File: config.mk
export PLATFORM = sky130hd
export DESIGN_NAME = tcf_ctrl
export DESIGN_NICKNAME = d
export VERILOG_FILES = /design/src/hw/rtl/tcf_pkg.sv /design/src/hw/rtl/tcf_ctrl.sv
export SDC_FILE = /design/constraint.sdc
export NUM_CORES = 1
export LEC_CHECK = 0
export BUFFER_PORTS_ARGS = -buffer_cell sky130_fd_sc_hd__buf_4
export CORE_MARGIN = 2
export CORE_UTILIZATION = 30
export DETAILED_ROUTE_END_ITERATION = 7
export PLACE_DENSITY_LB_ADDON = 0.3
export RECOVER_POWER = 50
export REMOVE_ABC_BUFFERS = 1
export SYNTH_ARGS = -nofsm -noshare
export SYNTH_HDL_FRONTEND = slang
export SYNTH_SLANG_ARGS = --single-unit
File: constraint.sdc
create_clock -name i_clk -period 3.6 [get_ports i_clk]
set_clock_uncertainty 0.2 [all_clocks]
set_input_delay 0.18 -clock i_clk [delete_from_list [all_inputs] [get_ports i_clk]]
set_output_delay 0.18 -clock i_clk [all_outputs]
set_load 0.1 [all_outputs]
File: src/hw/rtl/tcf_pkg.sv
//------------------------------------------------------------------------------
// tcf_pkg
// Shared constants, types and the arctangent table for the tilt filter.
//------------------------------------------------------------------------------
`default_nettype none

package tcf_pkg;

    localparam int CordicStepsDef = 16;
    localparam int TableLen       = 24;
    localparam int PreShift       = 14;

    localparam logic [18:0] AngPi    = 19'd205887;
    localparam logic [18:0] AngTwoPi = 19'd411775;

    localparam logic [15:0] BlendWeightRst  = 16'd64250;
    localparam logic [15:0] SamplePeriodRst = 16'd655;

    // Register indexes
    localparam logic [0:0] RegBlend  = 1'b0;
    localparam logic [0:0] RegPeriod = 1'b1;

    // CORDIC x/y width: 17-bit magnitude << 14, plus growth and sign
    localparam int CW = 34;

    typedef struct packed {
        logic load;      // capture sample
        logic sq_start;  // start a square root pass
        logic sq_step;
        logic cd_start;  // start a CORDIC pass
        logic cd_step;
        logic axis;      // 0 = X angle, 1 = Y angle
        logic fold;      // fold CORDIC result into accel angle
        logic filt;      // run filter stage for axis
        logic filt2;     // second filter stage
        logic filt3;     // round the blend
        logic seed;      // start word: load both angles from accel angles
        logic commit;    // update word: store reduced angle for axis
    } t_cmd;

    function automatic logic [16:0] atan_lut(input logic [4:0] i);
        logic [16:0] v;
        case (i)
            5'd0: v = 17'd51472;
            5'd1: v = 17'd30386;
            5'd2: v = 17'd16055;
            5'd3: v = 17'd8150;
            5'd4: v = 17'd4091;
            5'd5: v = 17'd2047;
            5'd6: v = 17'd1024;
            5'd7: v = 17'd512;
            5'd8: v = 17'd256;
            5'd9: v = 17'd128;
            5'd10: v = 17'd64;
            5'd11: v = 17'd32;
            5'd12: v = 17'd16;
            5'd13: v = 17'd8;
            5'd14: v = 17'd4;
            5'd15: v = 17'd2;
            5'd16: v = 17'd1;
            default: v = 17'd0;
        endcase
        return v;
    endfunction

endpackage

`default_nettype wire

File: src/hw/rtl/tcf_ctrl.sv
//------------------------------------------------------------------------------
// tcf_ctrl
// Sequencer: sqrt, CORDIC and fold per axis, then start-word seed and filter per axis.
//------------------------------------------------------------------------------
`default_nettype none

module tcf_ctrl import tcf_pkg::*; #(
    parameter int CORDIC_STEPS = CordicStepsDef
) (
    input  wire         i_clk,
    input  wire         i_rst_n,
    input  wire         i_in_valid,
    output logic        o_in_ready,
    output logic        o_out_valid,
    input  wire         i_out_ready,
    output t_cmd        o_cmd
);

    localparam int NSteps = (CORDIC_STEPS < TableLen) ? CORDIC_STEPS : TableLen;

    localparam logic [3:0] S_IDLE  = 4'd0;
    localparam logic [3:0] S_SQ0   = 4'd1;
    localparam logic [3:0] S_SQ    = 4'd2;
    localparam logic [3:0] S_CD0   = 4'd3;
    localparam logic [3:0] S_CD    = 4'd4;
    localparam logic [3:0] S_FOLD  = 4'd5;
    localparam logic [3:0] S_F1    = 4'd6;
    localparam logic [3:0] S_F2    = 4'd7;
    localparam logic [3:0] S_F3    = 4'd8;
    localparam logic [3:0] S_F4    = 4'd9;
    localparam logic [3:0] S_KIND  = 4'd10;
    localparam logic [3:0] S_OUT   = 4'd11;

    logic [3:0] r_state, n_state;
    logic [4:0] r_cnt, n_cnt;
    logic       r_axis, n_axis;

    always_comb begin
        n_state = r_state;
        n_cnt   = r_cnt;
        n_axis  = r_axis;
        o_cmd   = '0;
        o_cmd.axis = r_axis;
        o_in_ready  = (r_state == S_IDLE);
        o_out_valid = (r_state == S_OUT);
        case (r_state)
            S_IDLE: begin
                if (i_in_valid) begin
                    o_cmd.load = 1'b1;
                    n_axis  = 1'b0;
                    n_state = S_SQ0;
                end
            end
            S_SQ0: begin
                o_cmd.sq_start = 1'b1;
                n_cnt   = '0;
                n_state = S_SQ;
            end
            S_SQ: begin
                o_cmd.sq_step = 1'b1;
                n_cnt = r_cnt + 5'd1;
                if (r_cnt == 5'd15) n_state = S_CD0;
            end
            S_CD0: begin
                o_cmd.cd_start = 1'b1;
                n_cnt   = '0;
                n_state = S_CD;
            end
            S_CD: begin
                o_cmd.cd_step = 1'b1;
                n_cnt = r_cnt + 5'd1;
                if (r_cnt == 5'(NSteps - 1)) n_state = S_FOLD;
            end
            S_FOLD: begin
                o_cmd.fold = 1'b1;
                if (r_axis) begin
                    n_axis  = 1'b0;
                    n_state = S_KIND;
                end else begin
                    n_axis  = 1'b1;
                    n_state = S_SQ0;
                end
            end
            S_KIND: begin
                // start word: load accel angles directly
                o_cmd.seed = 1'b1;
                n_state = S_F1;
            end
            S_F1: begin
                o_cmd.filt = 1'b1;
                n_state = S_F2;
            end
            S_F2: begin
                o_cmd.filt2 = 1'b1;
                n_state = S_F3;
            end
            S_F3: begin
                o_cmd.filt3 = 1'b1;
                n_state = S_F4;
            end
            S_F4: begin
                o_cmd.commit = 1'b1;
                if (r_axis) begin
                    n_state = S_OUT;
                end else begin
                    n_axis  = 1'b1;
                    n_state = S_F1;
                end
            end
            S_OUT: begin
                if (i_out_ready) n_state = S_IDLE;
            end
            default: n_state = S_IDLE;
        endcase
    end

    always_ff @(posedge i_clk) begin
        if (!i_rst_n) begin
            r_state <= S_IDLE;
            r_cnt   <= '0;
            r_axis  <= 1'b0;
        end else begin
            r_state <= n_state;
            r_cnt   <= n_cnt;
            r_axis  <= n_axis;
        end
    end

endmodule

`default_nettype wire
# Word-level counts from Yosys, hierarchy flattened
# Index checks and enable logic that the tools add are counted.
[op_classes]
n_addsub = 1
n_mul = 0
div = 0
order_cmp = 0
eq_ne = 16
shift = 0
muxes = 23
bitwise = 0
n_reduce_logical = 7
[ops]
columns = ["op", "count"]
rows = [
  ["case mux 4 bit (12 select lines)", 1],
  ["two-way mux 4 bit", 6],
  ["equality test 4 x 3 -> 1 bit (second input constant)", 4],
  ["equality test 4 bit (second input constant)", 4],
  ["two-way mux 1 bit", 14],
  ["case mux 5 bit (2 select lines)", 1],
  ["equality test 4 x 2 -> 1 bit (second input constant)", 2],
  ["inequality test 2 bit (second input constant)", 3],
  ["adder 5 x 1 -> 5 bit (second input constant)", 1],
  ["equality test 5 x 4 -> 1 bit (second input constant)", 1],
  ["equality test 4 x 1 -> 1 bit (second input constant)", 1],
  ["zero test 4 bit", 1],
  ["AND reduction 4 bit", 1],
  ["OR reduction 2 bit", 2],
  ["case mux 1 bit (3 select lines)", 1],
  ["nonzero test 3 bit", 1],
  ["inequality test 2 x 1 -> 1 bit (second input constant)", 1],
  ["AND reduction 2 bit", 1],
  ["nonzero test 2 bit", 1],
]
[totals]
ff_bits = 10
latch_bits = 0
ram_bits = 0
rom_bits = 0
in_bits = 4
output_inout_bits = 14
mem_count = 0

# Depth between registers and ports, before layout
[logic_depth]
ltp_word = 3
depth_mapped = 6
mapped_depth_nobuf = 5

# Worst setup path after synthesis
# No wires, ideal clock.
[synth_path]
path_kind = "register -> register"
start = "register r_state[1]"
end = "register r_axis"
arrival_ns = 3.558
slack_ns = -0.279
path_stages_with_launch = 6
path_buffers = 1
period_less_slack_ns = 3.879
path_cell_list = "dfxtp_1 buf_6 nor4_2 and2_1 nor3b_1 o31a_1"
[synth_via]
elab_chain_len = 3
elab_cells_between_ends = 7
cone_classes = "eq/ne: 3; mux: 1; reduce/logical: 3"
[synth_rtl]
columns = ["element", "line", "rtl"]
rows = [
  ["start: declaration", "tcf_ctrl.sv:34", "logic [3:0] r_state, n_state;"],
  ["start signal: assignment", "tcf_ctrl.sv:123", "r_state <= n_state;"],
  ["zero test 4 bit *", "--", ""],
  ["net o_in_ready", "tcf_ctrl.sv:13", "output logic o_in_ready,"],
  ["inequality test 2 bit (no source line) / nonzero test 3 bit (equally long branches)", "--", ""],
  ["AND reduction 2 bit (no source line)", "--", ""],
  ["end signal: assignment", "tcf_ctrl.sv:125", "r_axis <= n_axis;"],
  ["end: declaration", "tcf_ctrl.sv:36", "logic r_axis, n_axis;"],
]
# Mark *: on every way through the listed nets, which the timed path passes. The rest lies on a longest branch.
# A chain may end at the register's enable or synchronous reset.

==> results_dict.tcl <==
set metrics [dict create \
    outcome "completed" \
    vias 695 \
    grt_pass1_vias 600 \
    p_switching_uw 354.8 \
    multi_input_area_sq_um 446.7 \
    p_leak_nw 0.3182 \
    clk_pin_slew_worst_paths_ns 0.06 \
    report.final.slew_viol_count 0 \
    r2r_start "r_state[1]" \
    drtAntennaViolNets 0 \
    p_comb_share_pct 57.4 \
    port_buffers 17 \
    hold_depth 3 \
    rsz0062_at_grt "false" \
    setup_viol 0 \
    fin_crit_ns 2.677 \
    coreArea_sq_mm 0.002410 \
    hp-start "i_out_ready" \
    dp_cells 133 \
    drc_errors 0 \
    r2r_end "r_cnt[2]" \
    clkLatencyLatePin_ns 0.26 \
    place_hpwl_mm 1.159 \
    seqCellArea_sq_um 200.2 \
    drive_above_1_share_pct 17.59 \
    min_to "r_state[0]" \
    cp.required_ns 3.22 \
    synth-main-ff-cell "dfxtp_1" \
    placed_area_sq_um 839.6 \
    rr_worst_depth 4 \
    nFillCells 265 \
    htreeDepth 1 \
    postSynthAreaPerCell_sq_um 7.755 \
    synth-seq-cells 10 \
    maxCapViolations 0 \
    seq_area_frac_synth_pct 26.89 \
    stdcell_count 138 \
    cts_tree "built" \
    gp_congestion 0.7755 \
    cts_buffers 3 \
    layout_commonest_cell "nor2_1" \
    start_util_pct 30.89 \
    cts_root_buffer "clkbuf_4" \
    ys_warn_count 0 \
    syn-cell-area_sq_um 744.5 \
    relSlewSlack_pct 22.32 \
    reg2reg_slack_ns 1.55 \
    mostFrequentLayoutCells "15 x nor2_1, 13 x buf_4, 10 x dfxtp_1" \
    crit_type "flop to output pin" \
    p_seq_share_pct 26.9 \
    die_area_sq_mm 0.002896 \
    die_x_um 53.82 \
    setup.worst_path.end_class "output pin" \
    hold_path.class "input pin to flop" \
    antennaDiodeCount 0 \
    viasPerCell 5.036 \
    ir_drop_mv 0.3780 \
    yosysUniqueCellTypes 39 \
    intPower_uw 281.2 \
    layout.nets 115 \
    grt_pass1_wl_mm 2.580 \
    finalCritPeriodShare_pct 74.36 \
    fp-row-count 18 \
    p_sw_share_pct 55.78 \
    async_flop_share_pct 0 \
    path_max_fanout 19 \
    grt_max_degree 20 \
    dr.first_iter.drc_count 8 \
    die_y_um 53.82 \
    hold_violations 0 \
    start_kind "flop" \
    grt_usage_pct 12.26 \
    fmax_ghz 0.3735 \
    synth_top_area_share_pct 26.89 \
    grt_overflow 0 \
    area_delta_synth_final_pct 14.79 \
    tightest_slew_ns 1.170 \
    cts_setup_buffers 0 \
    syn_inst 96 \
    io_pins 18 \
    cts_resized 0 \
    yosys.area.top_type "dfxtp_1" \
    p_per_area_mw_per_mm2 744.3 \
    synth.area.top_cells "dfxtp_1 27%, nor2_1 7.6%, buf_6 4.5%" \
    drt-wirelength-per-cell_um 11.54 \
    cts_sinks 10 \
    post-route-cell-area_sq_um 854.6 \
    antenna_found_initial 0 \
    drt_wl_total_mm 1.592 \
    synth_edf_count 0 \
    firstDrtPassIters 4 \
    arrival_ns 2.30 \
    clock_path_buffers 2 \
    clkPwrFrac_pct 15.7 \
]
-- synth_stat cells (all sizes together), types with 3 or more instances --
master,number
buf,7
nor2,15
mux2i,3
clkbuf,3
o21ai,4
nor3,6
nor3b,3
dfxtp,10
nand2,5
nand2b,6
a21oi,4
-- critical path, cell delays in order (launching register included) --
cell and delay [ns]:
dfxtp_1 0.68, nand2b_1 0.32, nor2_1 0.15, clkbuf_1 0.87
-- per-layer routing --
| metal | GRT usage, % | wire [um] | vias up |
|---|---|---|---|
| li1 | - | - | 365 |
| met5 | 0 | 0 | - |
| met3 | 3.333 | 94 | 3 |
| met1 | 15.63 | 830 | 309 |
| met2 | 18.70 | 642 | 18 |
| met4 | 6.410 | 25 | 0 |
-- through the flow --
| stage | total power, mW | utilization, % | TNS (ns) | hold WS, ns | worst slack, ns |
|---|---|---|---|---|---|
| after floorplan | 0.4785 | - | -0.3597 | 0.1079 | -0.3594 |
| after global placement | 0.5521 | 34.84 | 0 | 0.2255 | 1.768 |
| after detailed placement | 0.5574 | 34.84 | 0 | 0.2490 | 1.727 |
| after CTS | 0.6594 | 36.76 | 0 | 0.004140 | 1.544 |
| after global routing | 0.6774 | 35.46 | 0 | 0.008063 | 0.7729 |
| final | 0.6361 | 35.46 | 0 | 0.01233 | 0.9229 |
-- final cells by class --
| type | count | area share (%) |
|---|---|---|
| inverter | 3 | 1.318 |
| multi-input combinational | 73 | 52.27 |
| tap | 30 | 4.392 |
| clock buffer | 4 | 4.246 |
| timing repair buffer | 18 | 14.35 |
| sequential | 10 | 23.43 |
-- state kept, by name, summed over array words and instances, names as in the netlist --
name     flops
r_cnt        5
r_state      4
r_axis       1
-- power by group through the flow --
stage / Clock (mW) / Sequential [mW] / Combinational, mW
6_report: 0.0999 / 0.171 / 0.365
4_1_cts: 0.103 / 0.171 / 0.385
2_1_floorplan: 0 / 0.165 / 0.313
5_1_grt: 0.112 / 0.176 / 0.389
3_3_place_gp: 0 / 0.173 / 0.379
3_5_place_dp: 0 / 0.174 / 0.384
-- how the worst max path moves through the flow --
stage                from         to  cells after the start
2_1_floorplan  r_state[1]     r_axis                      4
3_3_place_gp   r_state[1]   r_cnt[2]                      4
3_5_place_dp   r_state[1]   r_cnt[2]                      4
4_1_cts        r_state[1]  o_cmd[11]                      3
5_1_grt        r_state[1]   o_cmd[9]                      3
6_report       r_state[1]   o_cmd[9]                      3
-- logic make-up (layout without fill, tap and decap cells) --
group	Yosys count	after routing	synth area share, %
AND/OR/NAND/NOR	46	46	33.78
AO/OA/AOI/OAI	22	22	21.01
buffers and inverters	13	25	10.92
flip-flops	10	10	26.89
multiplexers	3	3	4.034
adder cells (fa/ha/maj)	2	2	3.361
-- repair_timing --
| action | 4_1_cts | 5_1_grt |
|---|---|---|
| hold buffers | 1 | 0 |
| hold endpoints to repair | 1 | 0 |
| endpoints found under the setup margin | 0 | 0 |
Note: power is estimated with default switching activity, not from simulation.
